File: config.mk
export PLATFORM = sky130hd
export DESIGN_NAME = udp_rtp_frame_header_classifier
export DESIGN_NICKNAME = d
export VERILOG_FILES = /design/src/rtl/urfc_pkg.sv /design/src/rtl/urfc_range.sv /design/src/rtl/urfc_parser.sv /design/src/rtl/udp_rtp_frame_header_classifier.sv
export SDC_FILE = /design/constraint.sdc
export NUM_CORES = 2
export LEC_CHECK = 0
export BUFFER_PORTS_ARGS = -buffer_cell sky130_fd_sc_hd__buf_2
export CAP_MARGIN = 20
export CORE_UTILIZATION = 40
export CTS_BUF_LIST = sky130_fd_sc_hd__clkbuf_4
export DETAILED_ROUTE_END_ITERATION = 16
export SLEW_MARGIN = 30
export SYNTH_ARGS = -nofsm -noshare
export SYNTH_HDL_FRONTEND = slang
export SYNTH_SLANG_ARGS = --single-unit
File: constraint.sdc
create_clock -name i_clk -period 8.8 [get_ports i_clk]
set_input_delay 0.88 -clock i_clk [delete_from_list [all_inputs] [get_ports i_clk]]
set_output_delay 0.88 -clock i_clk [all_outputs]
set_load 0.1 [all_outputs]
File: src/rtl/urfc_pkg.sv
// ----------------------------------------------------------------------------
// urfc_pkg
// Types, constants and helpers for the UDP/RTP frame header classifier.
// ----------------------------------------------------------------------------
package urfc_pkg;

    typedef enum logic [2:0] {
        PH_LINK = 3'd0,
        PH_IP4  = 3'd1,
        PH_IP6  = 3'd2,
        PH_EXT  = 3'd3,
        PH_UDP  = 3'd4,
        PH_RTP  = 3'd5,
        PH_DONE = 3'd6,
        PH_DROP = 3'd7
    } t_phase;

    localparam logic [2:0] ST_OK        = 3'd0;
    localparam logic [2:0] ST_TRUNC     = 3'd1;
    localparam logic [2:0] ST_BAD_LINK  = 3'd2;
    localparam logic [2:0] ST_BAD_VER   = 3'd3;
    localparam logic [2:0] ST_NOT_UDP   = 3'd4;
    localparam logic [2:0] ST_NO_RANGE  = 3'd5;

    localparam logic [2:0] REG_LINK     = 3'd0;
    localparam logic [2:0] REG_R0_HIGH  = 3'd1;
    localparam logic [2:0] REG_R0_LOW   = 3'd2;
    localparam logic [2:0] REG_R0_CTL   = 3'd3;
    localparam logic [2:0] REG_R1_HIGH  = 3'd4;
    localparam logic [2:0] REG_R1_LOW   = 3'd5;
    localparam logic [2:0] REG_R1_CTL   = 3'd6;

    localparam logic [15:0] ETH_VLAN = 16'h8100;
    localparam logic [15:0] ETH_IPV4 = 16'h0800;
    localparam logic [15:0] ETH_IPV6 = 16'h86DD;
    localparam logic [7:0]  NH_HOP   = 8'd0;
    localparam logic [7:0]  NH_ROUTE = 8'd43;
    localparam logic [7:0]  NH_FRAG  = 8'd44;
    localparam logic [7:0]  NH_DOPT  = 8'd60;
    localparam logic [7:0]  NH_UDP   = 8'd17;

    typedef struct packed {
        logic [7:0] frame_byte;
        logic       end_of_frame;
    } t_in;

    typedef struct packed {
        logic [2:0]  status;
        logic        is_ipv6;
        logic [63:0] dest_high;
        logic [63:0] dest_low;
        logic [15:0] udp_dest_port;
        logic [15:0] rtp_start;
        logic [15:0] rtp_sequence;
        logic [31:0] rtp_time;
        logic [31:0] rtp_source_id;
    } t_out;

    typedef struct packed {
        logic [63:0] addr_high;
        logic [63:0] addr_low;
        logic [9:0]  control;
    } t_range;

    function automatic logic [63:0] top_mask(input logic [7:0] n);
        logic [63:0] m;
        m = '0;
        if (n >= 8'd64) begin
            m = '1;
        end else if (n != 8'd0) begin
            m = ~(64'hFFFF_FFFF_FFFF_FFFF >> n[5:0]);
        end
        return m;
    endfunction

endpackage

File: src/rtl/urfc_range.sv
// ----------------------------------------------------------------------------
// urfc_range
// Prefix match of a destination address against one configured range.
// ----------------------------------------------------------------------------
module urfc_range
    import urfc_pkg::*;
(
    input  t_range      i_range,
    input  logic [63:0] i_dest_high,
    input  logic [63:0] i_dest_low,
    input  logic        i_v6,
    output logic        o_hit
);
    logic [7:0]  pre;
    logic [63:0] mh;
    logic [63:0] ml;
    logic [7:0]  pre_lo;

    always_comb begin
        pre    = i_range.control[9:2];
        pre_lo = (pre > 8'd64) ? (pre - 8'd64) : 8'd0;
        mh     = top_mask(pre);
        ml     = top_mask(pre_lo);
        o_hit  = 1'b0;
        if (i_range.control[0] && (i_range.control[1] == i_v6)) begin
            if (!i_v6) begin
                o_hit = (pre <= 8'd32) && (((i_dest_high ^ i_range.addr_high) & mh) == '0);
            end else begin
                o_hit = (pre <= 8'd128)
                     && (((i_dest_high ^ i_range.addr_high) & mh) == '0)
                     && (((i_dest_low ^ i_range.addr_low) & ml) == '0);
            end
        end
    end
endmodule

File: src/rtl/urfc_parser.sv
// ----------------------------------------------------------------------------
// urfc_parser
// Byte-wise header parser; computes the next parse state from one byte.
// ----------------------------------------------------------------------------
module urfc_parser
    import urfc_pkg::*;
(
    input  logic         i_clk,
    input  logic         i_rst_n,
    input  logic         i_take,
    input  t_in          i_in,
    input  logic         i_link_type,
    input  t_range       i_range0,
    input  t_range       i_range1,
    output logic         o_done,
    output t_out         o_result
);
    t_phase       r_phase, n_phase;
    logic [15:0]  r_pos, n_pos;
    logic [16:0]  r_off, n_off;
    logic [15:0]  r_ek, n_ek;
    logic [7:0]   r_hk, n_hk;
    logic [5:0]   r_ihl, n_ihl;
    logic [63:0]  r_dh, n_dh;
    logic [63:0]  r_dl, n_dl;
    logic [15:0]  r_port, n_port;
    logic [63:0]  r_rtp, n_rtp;
    logic [15:0]  r_seq, n_seq;
    logic [2:0]   r_drop, n_drop;

    logic [16:0]  p;
    logic [16:0]  r;
    logic [16:0]  lend;
    logic [7:0]   b;
    logic         v6;
    logic         hit0, hit1;

    assign v6 = (r_ek == ETH_IPV6);

    urfc_range u_range0 (
        .i_range(i_range0), .i_dest_high(r_dh), .i_dest_low(r_dl), .i_v6(v6), .o_hit(hit0)
    );
    urfc_range u_range1 (
        .i_range(i_range1), .i_dest_high(r_dh), .i_dest_low(r_dl), .i_v6(v6), .o_hit(hit1)
    );

    function automatic logic is_ext(input logic [7:0] k);
        return (k == NH_HOP) || (k == NH_ROUTE) || (k == NH_FRAG) || (k == NH_DOPT);
    endfunction

    always_comb begin
        n_phase = r_phase; n_pos = r_pos; n_off = r_off; n_ek = r_ek; n_hk = r_hk;
        n_ihl = r_ihl; n_dh = r_dh; n_dl = r_dl; n_port = r_port; n_rtp = r_rtp;
        n_seq = r_seq; n_drop = r_drop;
        b    = i_in.frame_byte;
        p    = {1'b0, r_pos};
        r    = p - r_off;
        lend = i_link_type ? 17'd16 : ((r_off == 17'd18) ? 17'd18 : 17'd14);

        if (r_pos != 16'hFFFF) begin
            n_pos = r_pos + 16'd1;
            if (r_phase == PH_LINK) begin
                if (p == lend - 17'd2) begin
                    n_ek = {b, 8'h00};
                end else if (p == lend - 17'd1) begin
                    n_ek = {r_ek[15:8], b};
                    if (!i_link_type && lend == 17'd14 && n_ek == ETH_VLAN) begin
                        n_off = 17'd18;
                    end else if (n_ek == ETH_IPV4) begin
                        n_phase = PH_IP4; n_off = lend;
                    end else if (n_ek == ETH_IPV6) begin
                        n_phase = PH_IP6; n_off = lend;
                    end else begin
                        n_drop = ST_BAD_LINK; n_phase = PH_DROP;
                    end
                end
            end else if (r_phase != PH_DONE && r_phase != PH_DROP && p >= r_off) begin
                unique case (r_phase)
                    PH_IP4: begin
                        if (r == 17'd0) begin
                            n_ihl = {b[3:0], 2'b00};
                            if (b[7:4] != 4'd4 || b[3:0] < 4'd5) n_drop = ST_BAD_VER;
                        end else if (r == 17'd9) begin
                            if (r_drop == ST_OK && b != NH_UDP) n_drop = ST_NOT_UDP;
                        end else if (r >= 17'd16 && r <= 17'd19) begin
                            n_dl = {r_dl[55:0], b};
                            if (r == 17'd19) begin
                                if (r_drop != ST_OK) begin
                                    n_phase = PH_DROP;
                                end else begin
                                    n_dh  = {r_dl[23:0], b, 32'h0};
                                    n_dl  = '0;
                                    n_hk  = NH_UDP;
                                    n_off = r_off + {11'd0, r_ihl};
                                    n_phase = PH_UDP;
                                end
                            end
                        end
                    end
                    PH_IP6: begin
                        if (r == 17'd0) begin
                            if (b[7:4] != 4'd6) n_drop = ST_BAD_VER;
                        end else if (r == 17'd6) begin
                            n_hk = b;
                        end else if (r >= 17'd24 && r <= 17'd39) begin
                            n_dh = {r_dh[55:0], r_dl[63:56]};
                            n_dl = {r_dl[55:0], b};
                            if (r == 17'd39) begin
                                if (r_drop != ST_OK) begin
                                    n_phase = PH_DROP;
                                end else begin
                                    n_off = r_off + 17'd40;
                                    if (r_hk == NH_UDP) n_phase = PH_UDP;
                                    else if (is_ext(r_hk)) n_phase = PH_EXT;
                                    else begin
                                        n_drop = ST_NOT_UDP; n_phase = PH_DROP;
                                    end
                                end
                            end
                        end
                    end
                    PH_EXT: begin
                        if (r == 17'd0) n_port = {8'h00, b};
                        if ((r_hk == NH_FRAG && r == 17'd7) ||
                            (r_hk != NH_FRAG && r == 17'd1)) begin
                            n_hk  = r_port[7:0];
                            n_off = (r_hk == NH_FRAG) ? r_off + 17'd8
                                  : r_off + ({9'd0, b} + 17'd1) * 17'd8;
                            if (r_port[7:0] == NH_UDP) n_phase = PH_UDP;
                            else if (is_ext(r_port[7:0])) n_phase = PH_EXT;
                            else begin
                                n_drop = ST_NOT_UDP; n_phase = PH_DROP;
                            end
                        end
                    end
                    PH_UDP: begin
                        if (r == 17'd2 || r == 17'd3) begin
                            n_port = {r_port[7:0], b};
                        end else if (r == 17'd7) begin
                            if (hit0 || hit1) begin
                                n_off = r_off + 17'd8; n_phase = PH_RTP;
                            end else begin
                                n_drop = ST_NO_RANGE; n_phase = PH_DROP;
                            end
                        end
                    end
                    PH_RTP: begin
                        if (r == 17'd2 || r == 17'd3) begin
                            n_seq = {r_seq[7:0], b};
                        end else if (r >= 17'd4 && r <= 17'd11) begin
                            n_rtp = {r_rtp[55:0], b};
                            if (r == 17'd11) n_phase = PH_DONE;
                        end
                    end
                    default: begin
                    end
                endcase
            end
        end

        o_result = '0;
        if (n_phase == PH_DONE) begin
            o_result.is_ipv6       = (n_ek == ETH_IPV6);
            o_result.dest_high     = n_dh;
            o_result.dest_low      = n_dl;
            o_result.udp_dest_port = n_port;
            o_result.rtp_start     = n_off[15:0];
            o_result.rtp_sequence  = n_seq;
            o_result.rtp_time      = n_rtp[63:32];
            o_result.rtp_source_id = n_rtp[31:0];
        end else if (n_phase == PH_DROP) begin
            o_result.status = n_drop;
        end else begin
            o_result.status = ST_TRUNC;
        end
        o_done = i_take && i_in.end_of_frame;
    end

    always_ff @(posedge i_clk) begin
        if (!i_rst_n || o_done) begin
            r_phase <= PH_LINK; r_pos <= '0; r_off <= '0; r_ek <= '0; r_hk <= '0;
            r_ihl <= '0; r_dh <= '0; r_dl <= '0; r_port <= '0; r_rtp <= '0;
            r_seq <= '0; r_drop <= ST_OK;
        end else if (i_take) begin
            r_phase <= n_phase; r_pos <= n_pos; r_off <= n_off; r_ek <= n_ek;
            r_hk <= n_hk; r_ihl <= n_ihl; r_dh <= n_dh; r_dl <= n_dl;
            r_port <= n_port; r_rtp <= n_rtp; r_seq <= n_seq; r_drop <= n_drop;
        end
    end
endmodule

File: src/rtl/udp_rtp_frame_header_classifier.sv
// ----------------------------------------------------------------------------
// udp_rtp_frame_header_classifier
// Latency: the result is valid the cycle after the end-of-frame byte.
// Throughput: one frame byte per cycle while o_ready; result frees on i_ready.
// Reset: synchronous active low; clears parse state, result valid and config.
// ----------------------------------------------------------------------------
module udp_rtp_frame_header_classifier
    import urfc_pkg::*;
(
    input  logic        i_clk,
    input  logic        i_rst_n,
    input  logic        i_valid,
    output logic        o_ready,
    input  t_in         i_data,
    output logic        o_valid,
    input  logic        i_ready,
    output t_out        o_data,
    input  logic        i_cfg_valid,
    output logic        o_cfg_ready,
    input  logic [2:0]  i_cfg_index,
    input  logic [63:0] i_cfg_data
);
    logic   r_link;
    t_range r_range0, r_range1;
    logic   r_valid;
    t_out   r_data;
    logic   take, done;
    t_out   result;

    assign o_cfg_ready = 1'b1;
    assign o_ready     = !r_valid || i_ready;
    assign take        = i_valid && o_ready;
    assign o_valid     = r_valid;
    assign o_data      = r_data;

    always_ff @(posedge i_clk) begin
        if (!i_rst_n) begin
            r_link <= 1'b0; r_range0 <= '0; r_range1 <= '0;
        end else if (i_cfg_valid) begin
            unique case (i_cfg_index)
                REG_LINK:    r_link <= i_cfg_data[0];
                REG_R0_HIGH: r_range0.addr_high <= i_cfg_data;
                REG_R0_LOW:  r_range0.addr_low <= i_cfg_data;
                REG_R0_CTL:  r_range0.control <= i_cfg_data[9:0];
                REG_R1_HIGH: r_range1.addr_high <= i_cfg_data;
                REG_R1_LOW:  r_range1.addr_low <= i_cfg_data;
                REG_R1_CTL:  r_range1.control <= i_cfg_data[9:0];
                default: begin
                end
            endcase
        end
    end

    urfc_parser u_parser (
        .i_clk(i_clk), .i_rst_n(i_rst_n), .i_take(take), .i_in(i_data),
        .i_link_type(r_link), .i_range0(r_range0), .i_range1(r_range1),
        .o_done(done), .o_result(result)
    );

    always_ff @(posedge i_clk) begin
        if (!i_rst_n) begin
            r_valid <= 1'b0;
        end else if (done) begin
            r_valid <= 1'b1;
        end else if (i_ready) begin
            r_valid <= 1'b0;
        end
    end

    always_ff @(posedge i_clk) begin
        if (done) begin
            r_data <= result;
        end
    end

    a_hold: assert property (@(posedge i_clk) disable iff (!i_rst_n)
        o_valid && !i_ready |=> o_valid && $stable(o_data))
        else $error("result changed while stalled");
    a_nostall: assert property (@(posedge i_clk) disable iff (!i_rst_n)
        o_valid && !i_ready |-> !o_ready)
        else $error("input taken while result stalled");
    a_status: assert property (@(posedge i_clk) disable iff (!i_rst_n)
        o_valid |-> o_data.status <= ST_NO_RANGE)
        else $error("bad status code");
endmodule
# Word level (Yosys, flattened, before mapping)
# Cells that the tools add are included.
# Widths: inputs -> output; s select.
# totals
register_bits	813
out_inout_bits	247
elab_cells	371
inputBits	81
# classes
n_lt_le_gt_ge	18
addsub	11
n_bitwise	14
n_mux	154
n_eq_ne	73
shift	4
reduce_logical	66
# op_table
op	count
$mux 64	36
$mux 17	23
$and 64x64->64	4
$logic_not 64->1	4
$not 64->64	4
$pmux 64 s2	2
$shr 64x6->64 const A	4
$xor 64x64->64	4
$mux 16	14
$mux 3	53
$mux 8	11
$pmux 17 s4	1
$eq 16x16->1 const B	4
$eq 17x4->1 const B	3
$eq 8x6->1 const B	6
$eq 16x17->1	2
$eq 17x2->1 const B	2
$eq 17x3->1 const B	2
$eq 17x5->1 const B	2
$ge 17x5->1 const B	2
$ge 8x7->1 const B	4
$pmux 16 s2	1
$reduce_bool 8->1	4
$pmux 8 s3	1
other kinds (57)	147

# Logic depth before layout (Yosys ltp)
# depth
ltp_word	22
ltp_mapped	22
mapped_depth_nobuf	16

# Hierarchy
# Synthesis repeated with hierarchy kept, for this count alone.
# hier_totals
hier_cells	4778
hier_area_um2	42609.6
# by_module_without_submodules
mod	cells_per_inst	area_per_inst_um2	instances
urfc_parser	2717	19373.6	1
udp_rtp_frame_header_classifier	1221	17603.1	1
urfc_range	420	2816.5	2

# Least setup slack after synthesis
# No wires, ideal clock.
# synth_timing
kind	input to register
from	input port i_ready
to	register o_data[0] (netlist name)
path_slack_ps	1215
required_ps	8205
setup_ps	595
stages	5
arrival_time_ps	6990
path_cell_list	nand2b_1 > and2_1 > clkbuf_1 > nand2_1 > inv_1
# synth_between
elab_chain_cells	3
# synth_lines
item	line	source
start, declared	udp_rtp_frame_header_classifier.sv:16	input logic i_ready,
$logic_or 1x1->1	udp_rtp_frame_header_classifier.sv:31	assign o_ready = !r_valid || i_ready;
$logic_and 1x1->1	udp_rtp_frame_header_classifier.sv:32	assign take = i_valid && o_ready;
$logic_and 1x1->1	urfc_parser.sv:176	o_done = i_take && i_in.end_of_frame;
net done	udp_rtp_frame_header_classifier.sv:27	logic take, done;
# The timed path passes the listed nets, and every way through them passes these cells.
# A chain may end at the register's enable or synchronous reset.

# Worst setup path in the final report
# layout_timing
from	register u_parser.r_off[3]
to	register o_data[80] (netlist name)
# layout_between
elab_chain_cells	12
elab_cells_between_ends	76
cone_classes	3 x add/sub; 7 x order compare; 14 x eq/ne; 41 x mux; 11 x reduce/logical
# layout_lines
item	line	source
start, declared	urfc_parser.sv:20	logic [16:0] r_off, n_off;
start signal, assigned	urfc_parser.sv:185	r_phase <= n_phase; r_pos <= n_pos; r_off <= n_off; r_ek <= n_ek;
parallel branches: the longest is 12 deep, another holds $sub 16x17->17	n/a	
# Parallel ways; which one is timed is not known. The select of a mux whose other input is x is not followed.

==> impl_metrics.toml <==
[setup_path]
worst_ep_arrival_time_ns = 7.23
r2r_end = "o_data[80]"
worstPathCellList = "inv_1 -> ha_1 -> o21a_1 -> a21boi_1 -> o31a_1 -> or4_1 -> a32oi_2 -> and3_2 -> nand4_4 -> nand2_1 -> nand4_1 -> o21ai_1 -> nand2b_4 -> buf_4 -> nor3b_1"
end_kind = "flop"
critPathRequiredTime_ns = 9.74
cp_slowest_stage_delay_ns = 0.69
worstReg2RegStart = "u_parser.r_off[3]"
critPathMaxFanout = 35
rrSetupSlack_ns = 2.51
cp-start-kind = "flop"
slowest_stage = "dfxtp_1"
r2r_cells = 15
path_class = "reg2reg"

[sta]
hold_violations = 0
fin_skew_ns = 0.0992
tns_ns = 0
relSlewSlack_pct = 25.3
min_period_over_period_pct = 71.5
grt_setup_unrepaired = "false"
setup_viol = 0
tightest_slew_ns = 1.10
slew_viol_final = 0
period_minus_slack_ns = 6.30
fmax_ghz = 0.159

[power]
power.total_mw = 8.50
power.leakage_nw = 17.0
power_density_mw_per_mm2 = 175
ir_drop_mv = 0.103

[routing]
viasPerCell = 5.93
num_vias = 40549
drcViolationCount = 0
wl_met2_um = 81900
wl_met1_um = 74200
detail_route.iter0.violations = 4857
firstDrtPassIters = 10
wl_per_cell_um = 26.7
top_layer = "met5"
dr_wl_met3_um = 17200
wirelength_um = 183000
ant_nets = 0

[clock_tree]
clockBufferDepth = 3
cts_hold_buffers = 60
cts_buffers = 217
cts_tree = "built"
worstSkewPairLatency_ns = 1.21
clkTransAtPathRegs_ns = 0.07
postCtsSetupBuffers = 0
cts.repair.resized = 0
h-tree-depth = 4
cts-root-buf = "clkbuf_4"
cts_sinks = 813

[floorplan]
start_util_pct = 40.6
ios = 328
die_w_um = 330
dieHeight_um = 330
die-area_mm2 = 0.109
core_area_mm2 = 0.106
std_cell_rows = 119

[synth]
syn-cell-area_mm2 = 0.0430
synthFlopType = "dfxtp_1"
syn-num-nets = 5168
async_flop_share_pct = 0
ys_seq_elements = 813
avgSynthCellArea_um2 = 8.52
synth_sequential_area_ratio_pct = 43.5
yosys_warnings = 0
synth_cells = 5050
synth_edf_count = 244
synth_cell_types = 104

[global_route]
grt_max_degree = 140
grt_pass1_wl_um = 260000
antenna_found_initial = 6
grt_overflow = 0
grt_usage_pct = 32.5
grt_pass1_vias = 37593

[run_status]
status = "finished clean"

[min_path]
min_to = "o_valid"
hold_class = "in2reg"
hold_depth = 3
min_from = "i_ready"

[cells_and_area]
fillCellCount = 10568
fin_cells = 6838
nets = 5379
layout-drive-gt1-share_pct = 18.7
area_growth_pct = 13.0

[placed_design]
gp_congestion = 1.04
hpwl_um = 129000
dp_cells = 6372
numPortBuffers = 326

[job]
max-cap-violations = 0
## critical path: cells and delay by family (launching register included)
family                   cells  cell delay [ns]
adder cells (fa/ha/maj)      1             0.50
AND/OR/NAND/NOR              7             2.77
AO/OA/AOI/OAI                5             1.49
flip-flops                   1             0.69
buffers and inverters        2             0.58
## metrics by stage
step / instance area [um2] / utilization [%] / hold slack [ns] / worst slack [ns]
global route: 48600 / 45.9 / 0.0178 / 2.17
floorplan: 43000 / - / 0.432 / 1.21
finish: 48600 / 45.9 / 0.0857 / 2.51
CTS: 48500 / 45.8 / 0.000466 / 2.44
global placement: 45000 / 42.5 / 0.439 / 2.47
detailed placement: 45000 / 42.5 / 0.444 / 2.43
## power by group
group	internal [mW]	leakage (nW)	switching [mW]
Clock	1.81	1.73	1.71
Sequential	3.93	6.74	0.0590
Combinational	0.187	8.50	0.792
Total	5.94	17.0	2.56
## layer usage
| layer | track usage (%) | vias to the layer above |
|---|---|---|
| met1 | 41.9 | 19542 |
| met5 | 0 | - |
| met4 | 15.3 | 4 |
| li1 | - | 18379 |
| met2 | 50.8 | 2166 |
| met3 | 8.36 | 458 |
## layout by cell type, fill, tap and decap left out, types with 16 or more instances in the layout
cell           count
xnor2_1          117
a21o_1            23
a22oi_1          258
a211oi_1          29
edfxtp_1         244
nor2_1           342
nor2_2           101
nor4_1            43
a21boi_0         286
o22ai_1           28
inv_1             39
dfxtp_1          569
xor2_1           185
o21ai_0          137
buf_2            325
buf_4             76
o211ai_1          23
or2_2             16
and2_1            25
mux2i_1           40
nand3_1           65
a31oi_1           48
nand2_1         1043
clkbuf_4         338
nor3_1            63
dlygate4sd3_1     60
nor2b_1           18
a21oi_2           70
a21oi_1          274
nand4_1           54
a22o_1            25
and4_1            16
and3_1            34
clkinv_1          33
ha_1              34
or3_1             30
## cell usage after synthesis (16+ instances only)
master | number | area, um2
and3_1 | 34 | 213
or3_1 | 32 | 200
clkbuf_1 | 392 | 1470
edfxtp_1 | 244 | 7330
buf_1 | 18 | 67.6
nand2_1 | 1047 | 3930
a21o_1 | 23 | 173
nor2_1 | 345 | 1290
buf_6 | 16 | 180
and2_1 | 26 | 163
a211oi_1 | 29 | 218
buf_2 | 37 | 185
inv_1 | 40 | 150
xnor2_1 | 117 | 1020
nand4_1 | 54 | 338
nor4_1 | 44 | 275
mux2i_1 | 40 | 400
dfxtp_1 | 569 | 11400
a31oi_1 | 48 | 300
a22o_1 | 25 | 219
o21ai_0 | 138 | 691
nor3_1 | 68 | 340
nor2b_1 | 18 | 113
a21boi_0 | 286 | 2150
a21oi_2 | 70 | 613
ha_1 | 34 | 425
o211ai_1 | 23 | 173
a22oi_1 | 258 | 1940
o22ai_1 | 28 | 175
and4_1 | 16 | 140
xor2_1 | 185 | 1620
a21oi_1 | 274 | 1370
nand3_1 | 66 | 330
nor2_2 | 103 | 644
## state kept, by name, indices dropped and copies added, names as in the netlist, 3 cells and up
register / cells
u_parser.r_hk: 8
u_parser.r_rtp: 64
u_parser.r_dl: 64
u_parser.r_ihl: 4
u_parser.r_drop: 3
r_range1: 138
u_parser.r_seq: 16
u_parser.r_off: 17
u_parser.r_ek: 16
u_parser.r_dh: 64
u_parser.r_port: 16
r_range0: 138
u_parser.r_phase: 3
o_data: 244
u_parser.r_pos: 16
## worst max path at each step
stage	start	to	slack, ns	cells after the start
after floorplan	i_ready	o_data[0]	1.21	5
after global placement	u_parser.r_off[3]	o_data[80]	2.47	15
after detailed placement	u_parser.r_off[3]	u_parser.r_rtp[40]	2.43	16
after CTS	u_parser.r_off[3]	u_parser.r_rtp[40]	2.44	16
after global routing	u_parser.r_off[3]	u_parser.r_dl[21]	2.17	18
final	u_parser.r_off[3]	o_data[80]	2.51	15
## kinds of logic after synthesis
kind of cell / synth area share, %
and+or+nand+nor: 20.5
AOI/OAI and AO/OA: 22.5
DFF: 43.5
buffers and inverters: 5.32
xor gates and xnor gates: 6.15
muxes: 0.956
adders and majority gates: 1.13
other: 0.00871
## final cells by class
class | instances | area [um2] | share of cell area [%]
multi-input cells | 3721 | 22200 | 45.6
flip-flops and latches | 813 | 18700 | 38.5
repair buffers | 468 | 2920 | 6.00
inverters | 40 | 163 | 0.335
well taps | 1391 | 1740 | 3.58
clock buffers | 338 | 2540 | 5.22
diodes | 11 | 27.5 | 0.0566
clock inverters | 56 | 360 | 0.741
(Power assumes the default switching activity.)
